**src/hdl/tte_pkg.sv**
```systemverilog
`timescale 1ns / 1ps

package tte_pkg;

    // Ring of held taps
    localparam int TAP_WINDOW = 4;
    localparam int SLOT_W     = $clog2(TAP_WINDOW);
    localparam int COUNT_W    = $clog2(TAP_WINDOW + 1);

    // Payload widths
    localparam int TAP_TIME_W = 64;
    localparam int TEMPO_W    = 17;
    localparam int GAP_W      = 32;
    localparam int BPM_W      = 9;
    localparam int FRAC_W     = 8;

    // Configuration port
    localparam int CFG_INDEX_W = 2;
    localparam int CFG_DATA_W  = GAP_W;
    localparam logic [CFG_INDEX_W-1:0] CFG_GAP_LIMIT = 2'd0;
    localparam logic [CFG_INDEX_W-1:0] CFG_MIN_BPM   = 2'd1;
    localparam logic [CFG_INDEX_W-1:0] CFG_MAX_BPM   = 2'd2;

    localparam logic [GAP_W-1:0] GAP_LIMIT_RESET = 32'd2000000;
    localparam logic [BPM_W-1:0] MIN_BPM_RESET   = 9'd20;
    localparam logic [BPM_W-1:0] MAX_BPM_RESET   = 9'd300;

    // 60e6 us per minute times 256 for the Q9.8 result
    localparam longint unsigned TEMPO_SCALE_VAL = 64'd15360000000;
    localparam int DIV_W   = $clog2(TEMPO_SCALE_VAL * (TAP_WINDOW - 1) + 1);
    localparam int STEP_W  = $clog2(DIV_W + 1);
    localparam logic [DIV_W-1:0] TEMPO_SCALE = DIV_W'(TEMPO_SCALE_VAL);

    // Slot that lies back entries before from, modulo the ring size
    function automatic logic [SLOT_W-1:0] slot_back(
        input logic [SLOT_W-1:0]  from,
        input logic [COUNT_W-1:0] back
    );
        logic [COUNT_W+SLOT_W:0] sum;
        sum = (COUNT_W+SLOT_W+1)'(from) + (COUNT_W+SLOT_W+1)'(TAP_WINDOW)
            - (COUNT_W+SLOT_W+1)'(back);
        if (sum >= (COUNT_W+SLOT_W+1)'(TAP_WINDOW))
        begin
            sum = sum - (COUNT_W+SLOT_W+1)'(TAP_WINDOW);
        end
        return sum[SLOT_W-1:0];
    endfunction

endpackage

```
**src/hdl/tte_tap_if.sv**
```systemverilog
`timescale 1ns / 1ps

interface tte_tap_if import tte_pkg::*; ();
    logic                  valid;
    logic                  ready;
    logic [TAP_TIME_W-1:0] tap_time_us;

    modport source (output valid, output tap_time_us, input ready);
    modport sink   (input valid, input tap_time_us, output ready);
endinterface

```
**src/hdl/tte_tempo_if.sv**
```systemverilog
`timescale 1ns / 1ps

interface tte_tempo_if import tte_pkg::*; ();
    logic               valid;
    logic               ready;
    logic [TEMPO_W-1:0] tempo_q8;
    logic               tempo_valid;

    modport source (output valid, output tempo_q8, output tempo_valid, input ready);
    modport sink   (input valid, input tempo_q8, input tempo_valid, output ready);
endinterface

```
**src/hdl/tte_ram.sv**
```systemverilog
`timescale 1ns / 1ps

module tte_ram #(
    parameter int WIDTH = 8,
    parameter int DEPTH = 4
) (
    input  logic                     clk,
    input  logic                     we,
    input  logic [$clog2(DEPTH)-1:0] waddr,
    input  logic [WIDTH-1:0]         wdata,
    input  logic [$clog2(DEPTH)-1:0] raddr,
    output logic [WIDTH-1:0]         rdata
);

    logic [WIDTH-1:0] mem [DEPTH];
    logic [WIDTH-1:0] rdata_reg;

    always_ff @(posedge clk)
    begin
        if (we)
        begin
            mem[waddr] <= wdata;
        end
        rdata_reg <= mem[raddr];
    end

    assign rdata = rdata_reg;

endmodule

```
**src/hdl/tap_tempo_estimator_unit.sv**
```systemverilog
`timescale 1ns / 1ps
// Sequence: a tap with two or more held taps and a nonzero span goes through the check,
//   fetch, divide and finish states, the divide running over all DIV_W bits of the 36-bit dividend.
//   Other taps (history too short or zero span) go from fetch straight to finish.
// Flow: no new tap is taken until finish has put the last word into the output register;
//   the bit-serial restoring divider works one quotient bit per cycle.
// Reset (rst_n low, async): history empty, registers back to 2000000 us / 20 / 300 BPM.

module tap_tempo_estimator_unit import tte_pkg::*; (
    input  logic                     clk,
    input  logic                     rst_n,
    tte_tap_if.sink                  tap,
    tte_tempo_if.source              tempo,
    input  logic                     cfg_we,
    input  logic [CFG_INDEX_W-1:0]   cfg_index,
    input  logic [CFG_DATA_W-1:0]    cfg_data
);

    // Sequencer states
    localparam logic [2:0] ST_IDLE   = 3'd0;
    localparam logic [2:0] ST_CHECK  = 3'd1;
    localparam logic [2:0] ST_FETCH  = 3'd2;
    localparam logic [2:0] ST_DIVIDE = 3'd3;
    localparam logic [2:0] ST_FINISH = 3'd4;

    logic [2:0] state_reg, state_next;

    // Configuration registers
    logic [GAP_W-1:0] gap_reg;
    logic [BPM_W-1:0] min_reg;
    logic [BPM_W-1:0] max_reg;

    // Tap history control; the tap times themselves live in the ring RAM
    logic [SLOT_W-1:0]     slot_reg, slot_next;
    logic [COUNT_W-1:0]    held_reg, held_next;
    logic [TAP_TIME_W-1:0] last_reg, last_next;
    logic [TAP_TIME_W-1:0] now_reg, now_next;

    // Divider datapath
    logic [TAP_TIME_W-1:0] span_reg, span_next;
    logic [DIV_W-1:0]      rem_reg, rem_next;
    logic [DIV_W-1:0]      quo_reg, quo_next;
    logic [STEP_W-1:0]     step_reg, step_next;
    logic                  zero_reg, zero_next;

    // Output word register
    logic               out_valid_reg, out_valid_next;
    logic [TEMPO_W-1:0] out_q8_reg, out_q8_next;
    logic               out_tv_reg, out_tv_next;

    // RAM port signals
    logic                  ram_we;
    logic [SLOT_W-1:0]     ram_waddr;
    logic [SLOT_W-1:0]     ram_raddr;
    logic [TAP_TIME_W-1:0] ram_rdata;

    // Gap check
    logic [TAP_TIME_W-1:0] gap_diff;
    logic                  restart;
    logic [SLOT_W-1:0]     base_slot;
    logic [COUNT_W-1:0]    base_held;

    // Span subtract, division-step subtract/compare, and clamp
    logic [TAP_TIME_W-1:0] fetch_span;
    logic [COUNT_W-1:0]    held_m1;
    logic [DIV_W:0]        trial;
    logic [TAP_TIME_W-1:0] trial_ext;
    logic [TAP_TIME_W-1:0] trial_diff;
    logic                  trial_ge;
    logic [DIV_W-1:0]      lo_bound;
    logic [DIV_W-1:0]      hi_bound;
    logic [DIV_W-1:0]      clamp_lo;
    logic [DIV_W-1:0]      clamp_hi;

    logic tap_fire;
    logic out_fire;

    assign tap_fire = tap.valid && tap.ready;
    assign out_fire = tempo.valid && tempo.ready;

    assign tap.ready         = (state_reg == ST_IDLE);
    assign tempo.valid       = out_valid_reg;
    assign tempo.tempo_q8    = out_q8_reg;
    assign tempo.tempo_valid = out_tv_reg;

    // Ring of the last TAP_WINDOW taps: written with the new tap, read at the oldest
    tte_ram #(
        .WIDTH (TAP_TIME_W),
        .DEPTH (TAP_WINDOW)
    ) u_ring (
        .clk   (clk),
        .we    (ram_we),
        .waddr (ram_waddr),
        .wdata (now_reg),
        .raddr (ram_raddr),
        .rdata (ram_rdata)
    );

    // Configuration writes; unknown indexes drop
    always_ff @(posedge clk or negedge rst_n)
    begin
        if (!rst_n)
        begin
            gap_reg <= GAP_LIMIT_RESET;
            min_reg <= MIN_BPM_RESET;
            max_reg <= MAX_BPM_RESET;
        end
        else if (cfg_we)
        begin
            unique case (cfg_index)
                CFG_GAP_LIMIT: gap_reg <= cfg_data[GAP_W-1:0];
                CFG_MIN_BPM:   min_reg <= cfg_data[BPM_W-1:0];
                CFG_MAX_BPM:   max_reg <= cfg_data[BPM_W-1:0];
                default:       ;
            endcase
        end
    end

    // Restart the history when the gap since the newest held tap is too long
    assign gap_diff  = now_reg - last_reg;
    assign restart   = (held_reg != '0) && (gap_diff > TAP_TIME_W'(gap_reg));
    assign base_slot = restart ? '0 : slot_reg;
    assign base_held = restart ? '0 : held_reg;

    // Span from the oldest held tap (RAM data) to the newest (this tap)
    assign fetch_span = now_reg - ram_rdata;
    assign held_m1    = held_reg - COUNT_W'(1);

    // One restoring division step: shift in the next dividend bit, compare, subtract
    assign trial      = {rem_reg, quo_reg[DIV_W-1]};
    assign trial_ext  = TAP_TIME_W'(trial);
    assign trial_diff = trial_ext - span_reg;
    assign trial_ge   = (trial_ext >= span_reg);

    // Lower clamp first, then upper, so an inverted range lands on the maximum
    assign lo_bound = DIV_W'({min_reg, {FRAC_W{1'b0}}});
    assign hi_bound = DIV_W'({max_reg, {FRAC_W{1'b0}}});
    assign clamp_lo = (quo_reg < lo_bound) ? lo_bound : quo_reg;
    assign clamp_hi = (clamp_lo > hi_bound) ? hi_bound : clamp_lo;

    always_comb
    begin
        state_next     = state_reg;
        slot_next      = slot_reg;
        held_next      = held_reg;
        last_next      = last_reg;
        now_next       = now_reg;
        span_next      = span_reg;
        rem_next       = rem_reg;
        quo_next       = quo_reg;
        step_next      = step_reg;
        zero_next      = zero_reg;
        out_valid_next = out_valid_reg;
        out_q8_next    = out_q8_reg;
        out_tv_next    = out_tv_reg;
        ram_we         = 1'b0;
        ram_waddr      = base_slot;
        ram_raddr      = '0;

        // Release the output word once taken
        if (out_fire)
        begin
            out_valid_next = 1'b0;
        end

        unique case (state_reg)
            ST_IDLE:
            begin
                if (tap_fire)
                begin
                    now_next   = tap.tap_time_us;
                    state_next = ST_CHECK;
                end
            end
            ST_CHECK:
            begin
                // Store the tap, advance the slot, bump the saturating count,
                // and address the oldest held tap for the next cycle
                ram_we    = 1'b1;
                slot_next = (base_slot == SLOT_W'(TAP_WINDOW - 1))
                          ? '0 : base_slot + SLOT_W'(1);
                held_next = (base_held < COUNT_W'(TAP_WINDOW))
                          ? base_held + COUNT_W'(1) : base_held;
                ram_raddr = slot_back(slot_next, held_next);
                last_next = now_reg;
                state_next = ST_FETCH;
            end
            ST_FETCH:
            begin
                span_next = fetch_span;
                rem_next  = '0;
                quo_next  = DIV_W'(TEMPO_SCALE * DIV_W'(held_m1));
                step_next = '0;
                if ((held_reg < COUNT_W'(2)) || (fetch_span == '0))
                begin
                    zero_next  = 1'b1;
                    state_next = ST_FINISH;
                end
                else
                begin
                    zero_next  = 1'b0;
                    state_next = ST_DIVIDE;
                end
            end
            ST_DIVIDE:
            begin
                rem_next  = trial_ge ? trial_diff[DIV_W-1:0] : trial[DIV_W-1:0];
                quo_next  = {quo_reg[DIV_W-2:0], trial_ge};
                step_next = step_reg + STEP_W'(1);
                if (step_reg == STEP_W'(DIV_W - 1))
                begin
                    state_next = ST_FINISH;
                end
            end
            ST_FINISH:
            begin
                // Hold the result until the output register is free
                if (!out_valid_reg || tempo.ready)
                begin
                    out_valid_next = 1'b1;
                    out_q8_next    = zero_reg ? '0 : clamp_hi[TEMPO_W-1:0];
                    out_tv_next    = !zero_reg;
                    state_next     = ST_IDLE;
                end
            end
            default:
            begin
                state_next = ST_IDLE;
            end
        endcase
    end

    always_ff @(posedge clk or negedge rst_n)
    begin
        if (!rst_n)
        begin
            state_reg     <= ST_IDLE;
            slot_reg      <= '0;
            held_reg      <= '0;
            step_reg      <= '0;
            out_valid_reg <= 1'b0;
        end
        else
        begin
            state_reg     <= state_next;
            slot_reg      <= slot_next;
            held_reg      <= held_next;
            step_reg      <= step_next;
            out_valid_reg <= out_valid_next;
        end
    end

    // Payload registers
    always_ff @(posedge clk)
    begin
        last_reg   <= last_next;
        now_reg    <= now_next;
        span_reg   <= span_next;
        rem_reg    <= rem_next;
        quo_reg    <= quo_next;
        zero_reg   <= zero_next;
        out_q8_reg <= out_q8_next;
        out_tv_reg <= out_tv_next;
    end

    // The held count never passes the ring size
    assert property (@(posedge clk) disable iff (!rst_n)
        held_reg <= COUNT_W'(TAP_WINDOW))
        else $error("held tap count exceeds ring size");

    // A word that carries no tempo carries a zero tempo
    assert property (@(posedge clk) disable iff (!rst_n)
        (out_valid_reg && !out_tv_reg) |-> (out_q8_reg == '0))
        else $error("invalid tempo word with nonzero tempo");

    // The unit is busy in the cycle after it takes a tap
    assert property (@(posedge clk) disable iff (!rst_n)
        tap_fire |=> !tap.ready)
        else $error("tap taken while previous tap in progress");

    // A division never runs past its last quotient bit
    assert property (@(posedge clk) disable iff (!rst_n)
        (state_reg == ST_DIVIDE) |-> (step_reg < STEP_W'(DIV_W)))
        else $error("divider step count overran");

endmodule
```
**src/flat_wrapper.sv**
```systemverilog
// flat-port wrapper written by rule: the top's interface ports become plain ports
module tap_tempo_estimator_unit_flat import tte_pkg::*;
  (clk, rst_n, cfg_we, cfg_index, cfg_data, tap_valid, tap_tap_time_us, tap_ready, tempo_valid, tempo_tempo_q8, tempo_tempo_valid, tempo_ready);
  tte_tap_if tap_i ();
  tte_tempo_if tempo_i ();
  input  logic clk;
  input  logic rst_n;
  input  logic cfg_we;
  input  logic [CFG_INDEX_W-1:0] cfg_index;
  input  logic [CFG_DATA_W-1:0] cfg_data;
  input wire logic [$bits(tap_i.valid)-1:0] tap_valid;
  input wire logic [$bits(tap_i.tap_time_us)-1:0] tap_tap_time_us;
  output wire logic [$bits(tap_i.ready)-1:0] tap_ready;
  output wire logic [$bits(tempo_i.valid)-1:0] tempo_valid;
  output wire logic [$bits(tempo_i.tempo_q8)-1:0] tempo_tempo_q8;
  output wire logic [$bits(tempo_i.tempo_valid)-1:0] tempo_tempo_valid;
  input wire logic [$bits(tempo_i.ready)-1:0] tempo_ready;
  assign tap_i.valid = tap_valid;
  assign tap_i.tap_time_us = tap_tap_time_us;
  assign tap_ready = tap_i.ready;
  assign tempo_valid = tempo_i.valid;
  assign tempo_tempo_q8 = tempo_i.tempo_q8;
  assign tempo_tempo_valid = tempo_i.tempo_valid;
  assign tempo_i.ready = tempo_ready;
  tap_tempo_estimator_unit u_core (.clk(clk), .rst_n(rst_n), .tap(tap_i), .tempo(tempo_i), .cfg_we(cfg_we), .cfg_index(cfg_index), .cfg_data(cfg_data));
endmodule
```
**config.mk**
```make
export PLATFORM = sky130hd
export DESIGN_NAME = tap_tempo_estimator_unit_flat
export DESIGN_NICKNAME = d
export VERILOG_FILES = /design/src/hdl/tte_pkg.sv /design/src/hdl/tte_tap_if.sv /design/src/hdl/tte_tempo_if.sv /design/src/hdl/tte_ram.sv /design/src/hdl/tap_tempo_estimator_unit.sv /design/src/flat_wrapper.sv
export SDC_FILE = /design/constraint.sdc
export NUM_CORES = 1
export LEC_CHECK = 0
export ABC_AREA = 1
export BUFFER_PORTS_ARGS = -buffer_cell sky130_fd_sc_hd__buf_4
export CELL_PAD_IN_SITES_DETAIL_PLACEMENT = 1
export CELL_PAD_IN_SITES_GLOBAL_PLACEMENT = 1
export CORE_UTILIZATION = 48
export DETAILED_ROUTE_END_ITERATION = 7
export HOLD_SLACK_MARGIN = 0.12
export PLACE_DENSITY_LB_ADDON = 0.1
export SLEW_MARGIN = 20
export SYNTH_ARGS = -nofsm -noshare
export SYNTH_HDL_FRONTEND = slang
export SYNTH_HIERARCHICAL = 1
export SYNTH_SLANG_ARGS = --single-unit
```
**constraint.sdc**
```tcl
create_clock -name clk -period 9.3 [get_ports clk]
set_input_delay 1.86 -clock clk [delete_from_list [all_inputs] [get_ports clk]]
set_output_delay 1.86 -clock clk [all_outputs]
set_load 0.01 [all_outputs]
```
After elaboration in Yosys (flattened, before gate mapping)
Memory sizes are Yosys's and may differ from the RTL's. A register that Yosys moved wholly into a read port is not among the register bits.
Cells that the tools add are included.
{"block": "totals", "regBits": 348, "latch_bits": 0, "ramBits": 256, "romBits": 0, "output_inout_bits": 20, "mem_count": 1}
{"memory": "u_core.u_ring.mem", "depth": 4, "width": 64, "rd": 1, "rd_ports_with_merged_regs": 1, "wr": 1, "line_no": "tte_ram.sv:15", "text": "logic [WIDTH-1:0] mem [DEPTH];"}
{"block": "classes", "n_addsub": 10, "n_mul": 1, "n_div": 0, "order_cmp": 7, "n_eq_ne": 11, "n_shift": 0, "muxes": 24, "n_bitwise": 0, "n_reduce_logical": 19}
{"cell": "36-bit one-hot mux with 2 select lines", "n": 2}
{"cell": "64-bit subtractor", "n": 2}
{"cell": "36-bit two-way mux", "n": 2}
{"cell": "37-bit by 64-bit greater-or-equal comparator with 1-bit output", "n": 1}
{"cell": "64-bit by 32-bit > comparator with 1-bit output", "n": 1}
{"cell": "64-bit zero test", "n": 1}
{"cell": "36-bit by 17-bit > comparator with 1-bit output", "n": 1}
{"cell": "36-bit by 17-bit < comparator with 1-bit output", "n": 1}
{"cell": "36-bit subtractor", "n": 1}
{"cell": "18-bit by 3-bit multiplier with 20-bit output, first input constant", "n": 1}
{"cell": "3-bit two-way mux", "n": 6}
{"cell": "17-bit two-way mux", "n": 1}
{"cell": "3-bit one-hot mux with 5 select lines", "n": 1}
{"cell": "6-bit one-hot mux with 2 select lines", "n": 1}
{"cell": "2-bit AND reduction", "n": 5}
{"cell": "2-bit two-way mux", "n": 4}
{"cell": "1-bit two-way mux", "n": 7}
{"cell": "6-bit by 1-bit adder with 6-bit output, second input constant", "n": 1}
{"cell": "3-bit by 2-bit == test with 1-bit output, second input constant", "n": 2}
{"cell": "6-bit == test, second input constant", "n": 1}
{"cell": "6-bit by 3-bit greater-or-equal comparator with 1-bit output, second input constant", "n": 1}
{"cell": "4-bit by 3-bit subtractor with 5-bit output", "n": 1}
{"cell": "2-bit by 3-bit adder with 4-bit output, second input constant", "n": 1}
{"cell": "2-bit == test, second input constant", "n": 2}
{"cell": "20 further kinds", "n": 25}

Depth between registers and ports, before layout
{"block": "depth", "word_depth": 11, "mapped_depth": 40, "ltp_nobuf": 39}

Cells and area by module
Netlist, hierarchy kept.
{"mod": "tap_tempo_estimator_unit", "instances": 1, "cells_each": 3940, "area_per_inst_um2": 27777.9, "seq_area_each_um2": 10141.0}
{"mod": "tte_ram", "instances": 1, "cells_each": 1074, "area_per_inst_um2": 12042.8, "seq_area_each_um2": 8968.6}

Worst setup path after synthesis
No wires, ideal clock.
{"block": "synth_path", "kind": "register -> register", "start": "reg u_core.now_reg[0]", "end": "mem u_core/u_ring/mem[2][0] (netlist name) (enable)", "setup_time_ns": 0.565, "arrival_ns": 7.863, "path_slack_ns": 0.872, "path_stages_with_launch": 31, "period_less_slack_ns": 8.428, "path_cell_list": "edfxtp_1 inv_1 ha_1 inv_1 fa_1 nand2_1 inv_1 nand3_1 nand3_1 nand2_1 nand2_1 nand2_1 nand2_1 xor2_1 ha_1 nand2_1 nor2_1 nand2_1 nor4_1 nand2_1 nand2_1 nand2_1 nor2_2 nand2_1 nor2_1 nand2_1 nor2_2 nand2_2 a21oi_1 inv_1 nor3_1"}
{"block": "synth_via", "elab_chain_cells": 4}
{"item": "start: declaration", "line_no": "tap_tempo_estimator_unit.sv:37", "text": "logic [TAP_TIME_W-1:0] now_reg, now_next;"}
{"item": "start signal: assignment", "line_no": "tap_tempo_estimator_unit.sv:257", "text": "now_reg <= now_next;"}
{"item": "64-bit subtractor", "line_no": "tap_tempo_estimator_unit.sv:120", "text": "assign gap_diff = now_reg - last_reg;"}
{"item": "64-bit by 32-bit > comparator with 1-bit output", "line_no": "tap_tempo_estimator_unit.sv:121", "text": "assign restart = (held_reg != '0) && (gap_diff > TAP_TIME_W'(gap_reg));"}
{"item": "1-bit logical AND", "line_no": "tap_tempo_estimator_unit.sv:121"}
{"item": "2-bit two-way mux", "line_no": "tap_tempo_estimator_unit.sv:122", "text": "assign base_slot = restart ? '0 : slot_reg;"}
{"item": "named net u_core.base_slot[1]", "line_no": "tap_tempo_estimator_unit.sv:60", "text": "logic [SLOT_W-1:0] base_slot;"}
{"item": "end: declaration", "line_no": "tte_ram.sv:15"}
The timed path passes the listed nets, and every way through them passes these cells.

Worst setup path after layout
{"block": "layout_path", "start": "reg u_core.now_reg[0]", "end": "reg u_core.u_ring.rdata_reg[59] (netlist: u_core/u_ring/rdata[59]) (read register of u_core.u_ring.mem)"}
{"block": "layout_via", "elab_chain_cells": 11}
{"item": "64-bit subtractor *", "line_no": "tap_tempo_estimator_unit.sv:120"}
{"item": "64-bit by 32-bit > comparator with 1-bit output *", "line_no": "tap_tempo_estimator_unit.sv:121"}
{"item": "1-bit logical AND *", "line_no": "tap_tempo_estimator_unit.sv:121"}
{"item": "2-bit two-way mux", "line_no": "tap_tempo_estimator_unit.sv:122"}
{"item": "2-bit by 1-bit adder with 2-bit output or 2-bit == test (tied branches)", "line_no": "tap_tempo_estimator_unit.sv:181, tap_tempo_estimator_unit.sv:180"}
{"item": "2-bit two-way mux", "line_no": "tap_tempo_estimator_unit.sv:181", "text": "? '0 : base_slot + SLOT_W'(1);"}
{"item": "2-bit by 3-bit adder with 4-bit output", "line_no": "tte_pkg.sv:40", "text": "sum = (COUNT_W+SLOT_W+1)'(from) + (COUNT_W+SLOT_W+1)'(TAP_WINDOW)"}
{"item": "4-bit by 3-bit subtractor with 5-bit output *", "line_no": "tte_pkg.sv:41", "text": "- (COUNT_W+SLOT_W+1)'(back);"}
{"item": "6-bit by 3-bit greater-or-equal comparator with 1-bit output or 2-bit by 1-bit subtractor with 2-bit output (tied branches)", "line_no": "tte_pkg.sv:42, tte_pkg.sv:44"}
{"item": "2-bit two-way mux *", "line_no": "tte_pkg.sv:42", "text": "if (sum >= (COUNT_W+SLOT_W+1)'(TAP_WINDOW))"}
{"item": "2-bit two-way mux *", "line_no": "tap_tempo_estimator_unit.sv:166", "text": "unique case (state_reg)"}
{"item": "named net u_core.ram_raddr[0]", "line_no": "tap_tempo_estimator_unit.sv:54", "text": "logic [SLOT_W-1:0] ram_raddr;"}
{"item": "end: declaration", "line_no": "tte_ram.sv:16", "text": "logic [WIDTH-1:0] rdata_reg;"}
The timed path passes the listed nets; every way through them passes the cells marked *.
A chain may end at the register's enable or synchronous reset.

==> summary.md <==
| Metric | Value |
|---|---|
| Yosys reg bits | `668` |
| Top cells by area, synth | `edfxtp_1, nand2_1, inv_1` |
| Detailed Place HPWL | `93900 um` |
| Height of the die | `290 um` |
| Setup slack at placement | `2.37 ns` |
| Post-synthesis sequential area ratio | `48.0%` |
| M1 WL | `53700 um` |
| RSZ-0062 raised after global routing | `no` |
| Reg2reg path depth | `37` |
| CTS sink count | `668` |
| Highest clock rate | `141 MHz` |
| Post-synth EDFFs | `539` |
| CTS tree | `done` |
| Setup tns final | `0 ns` |
| Routed wire length on met3 | `5320 um` |
| Final setup vio count | `0` |
| Hold endpoint | `u_core/step_reg[5]` |
| Yosys top cell by area | `edfxtp_1` |
| Startpoint types | `flip-flop` |
| Peak VDD IR | `220 uV` |
| Slew margin rel. | `27.6%` |
| Synth top cells by count | `nand2_1, inv_1, edfxtp_1` |
| Via density | `5.24` |
| Antenna violations before repair | `1` |
| PostCTS Resize Cnt | `0` |
| IO buf count | `122` |
| Cell count after synthesis | `5014` |
| CP Capture Type | `flip-flop` |
| Count of cell types in the netlist | `61` |
| Hold_buf cts | `0` |
| Hold Path Cell Cnt | `1` |
| Family with the most delay on the worst path | `simple AND/OR/NAND/NOR gates` |
| Max-Cap Viols | `0` |
| Layout cells sized above 1 | `7.01%` |
| Setup bufs post-CTS | `0` |
| DRT antenna net count | `0` |
| Hold Violations, Final | `0` |
| Arrival time worst endpoint | `7.68 ns` |
| Rows | `105` |
| Worst-skew pair later-pin latency | `0.64 ns` |
| Tot GR Track Use | `29.2%` |
| Largest family of logic cells by synthesized area | `simple AND/OR/NAND/NOR gates` |
| Max-slew violations | `0` |
| CP Buf/Inv Count | `6` |
| Largest net degree at the start of global routing | `97` |
| Global placer's final weighted congestion | `0.956` |
| Hold Crit Start | `u_core/step_reg[5]` |
| Ys async rst share | `9.73%` |
| Final wirelength | `123000 um` |
| Top Layer Used | `met5` |
| Post-synth net total | `5344` |
| Critical path's slowest cell | `clkinv_2` |
| Mapped Area | `0.0398 mm^2` |
| Synth Warn # | `6` |
| Final Critical Period | `7.11 ns` |
| Clock transition at path regs | `0.06 ns` |
| Drt pass-1 iters | `5` |
| Initial drt markers | `1755` |
| Leak pwr | `21.6 nW` |
| Core ar. | `0.0821 mm^2` |
| # H-tree levels | `3` |
| Final #Nets | `5499` |
| DR vias | `33052` |
| Min setup slack post-route | `2.19 ns` |
| Largest Register | `u_core/u_ring/mem` |
| Worst endpoint required time | `9.87 ns` |
| Critical R2R Launch | `u_core/now_reg[0]` |
| Worst Path Max Fanout | `96` |
| CP dominant cell by count | `nand2_1` |
| Bufs on Longest Clock Path | `3` |
| Area fraction in compound gates after synthesis | `7.49%` |
| Remaining Overflow, GRT | `0` |
| Avg WL per Cell | `19.5 um` |
| Worst Clk Skew | `0.0262 ns` |
| DRC | `0` |
| Avg Inst Size Synth | `7.94 um^2` |
| Reg-to-reg endpoint | `u_core/u_ring/rdata[59]` |
| Status | `finished clean` |
| Post-Synth Simple-Gate Area | `23.4%` |
| Crit Path Category | `flip-flop to flip-flop` |
| Area growth, synth to finish | `11.8%` |
| Pin slew with the least headroom to its limit | `1.09 ns` |
| Routed wl met2 | `60200 um` |
| Period utilisation layout | `76.5%` |
| Die W | `290 um` |
| Most common cell in the netlist | `nand2_1` |
| Filler cell count | `10057` |
| Multiplexer share of the synthesized area | `0%` |
| Pwr Density | `357 mW/mm^2` |
| Top cell type's share of synthesized area | `40.6%` |
| I/O Pins | `123` |
| HP Class | `flip-flop to flip-flop` |
| CTS Buf Count | `76` |
| Initial core utilization | `48.5%` |
| Die area | `0.0841 mm^2` |
| Adder-cell share of the synthesized area | `7.19%` |
| Global-route wire length before repair | `192000 um` |
| XOR/XNOR share of the synthesized area | `2.40%` |
| Max reg flops | `256` |
| Root Driver | `clkbuf_16` |
| Worst path max stage delay | `0.61 ns` |
| Synth Flop Type | `edfxtp_1` |
| R2r setup slk | `2.19 ns` |
| Inserted Diodes | `0` |
| Vias in the first global route | `34487` |
-- worst register-to-register path, delay by kind of cell (launching register included) --
| kind | cells | cell delay [ns] |
|---|---|---|
| AND/OR/NAND/NOR | 25 | 3.20 |
| XOR/XNOR | 1 | 0.21 |
| buffers and inverters | 6 | 1.86 |
| flip-flops | 1 | 0.49 |
| AO/OA/AOI/OAI | 1 | 0.12 |
| adder cells (fa/ha/maj) | 4 | 1.17 |
-- through the flow --
step / total power, mW / cell area [um^2] / hold slack (ns) / std cells / util [%]
2_1_floorplan: 10.3 / 39800 / 0.444 / 5014 / -
3_5_place_dp: 12.8 / 42000 / 0.473 / 6161 / 51.1
3_3_place_gp: 12.5 / 42000 / 0.462 / 6161 / 51.1
5_1_grt: 17.1 / 44500 / 0.506 / 6303 / 54.2
6_report: 15.9 / 44500 / 0.484 / 6303 / 54.2
4_1_cts: 16.0 / 44500 / 0.481 / 6303 / 54.2
-- where the power goes --
group	leakage, nW	internal (mW)	switching, mW
logic	14.0	2.46	5.58
registers	6.28	4.40	0.437
clock network	1.25	1.79	1.25
-- kinds of logic (layout without fill, tap and decap cells) --
group	Yosys count	count (layout)
buf+inv	1196	1415
simple gates	2272	2272
flops	668	668
xor+xnor	109	109
fa+ha+maj	227	227
compound gates	542	542
-- worst max-delay path by stage --
stage | startpoint | to | slack (ns) | depth (start not counted)
4_1_cts | u_core/now_reg[0] | u_core/u_ring/rdata[59] | 2.28 | 37
3_3_place_gp | u_core/now_reg[0] | u_core/u_ring/rdata[61] | 2.54 | 37
6_report | u_core/now_reg[0] | u_core/u_ring/rdata[59] | 2.19 | 37
3_5_place_dp | u_core/now_reg[0] | u_core/u_ring/rdata[56] | 2.37 | 37
2_1_floorplan | u_core/now_reg[0] | u_core/u_ring/mem[2][0] | 0.87 | 30
5_1_grt | u_core/now_reg[0] | u_core/u_ring/rdata[59] | 1.63 | 37
-- metal layers --
layer / up-vias / track usage [%]
met2: 700 / 51.5
met4: 2 / 8.99
met1: 16059 / 37.4
met5: - / 0
li1: 16129 / -
met3: 162 / 3.58
-- layout by cell type (no fill, tap or decap), types with 28 or more instances in the layout --
master     instances
buf_4            148
a21oi_1          267
xor2_1            80
clkbuf_16         81
dfrtp_1           52
nand2_1         1407
nor3_1            28
edfxtp_1         539
ha_1             224
inv_1           1112
nor2_1           431
dfxtp_1           64
xnor2_1           29
o21ai_0          166
nand3_1          264
-- layout make-up --
cell class,instances,area [um^2],area share [%]
sequential,668,19100,42.9
multi-input combinational,3150,16200,36.4
inverter,1124,4220,9.48
clock buffer,112,2280,5.11
tap,1070,1340,3.01
timing repair buffer,149,1130,2.54
clock inverter,30,256,0.576
No activity file was read; power rests on OpenSTA's default activity.
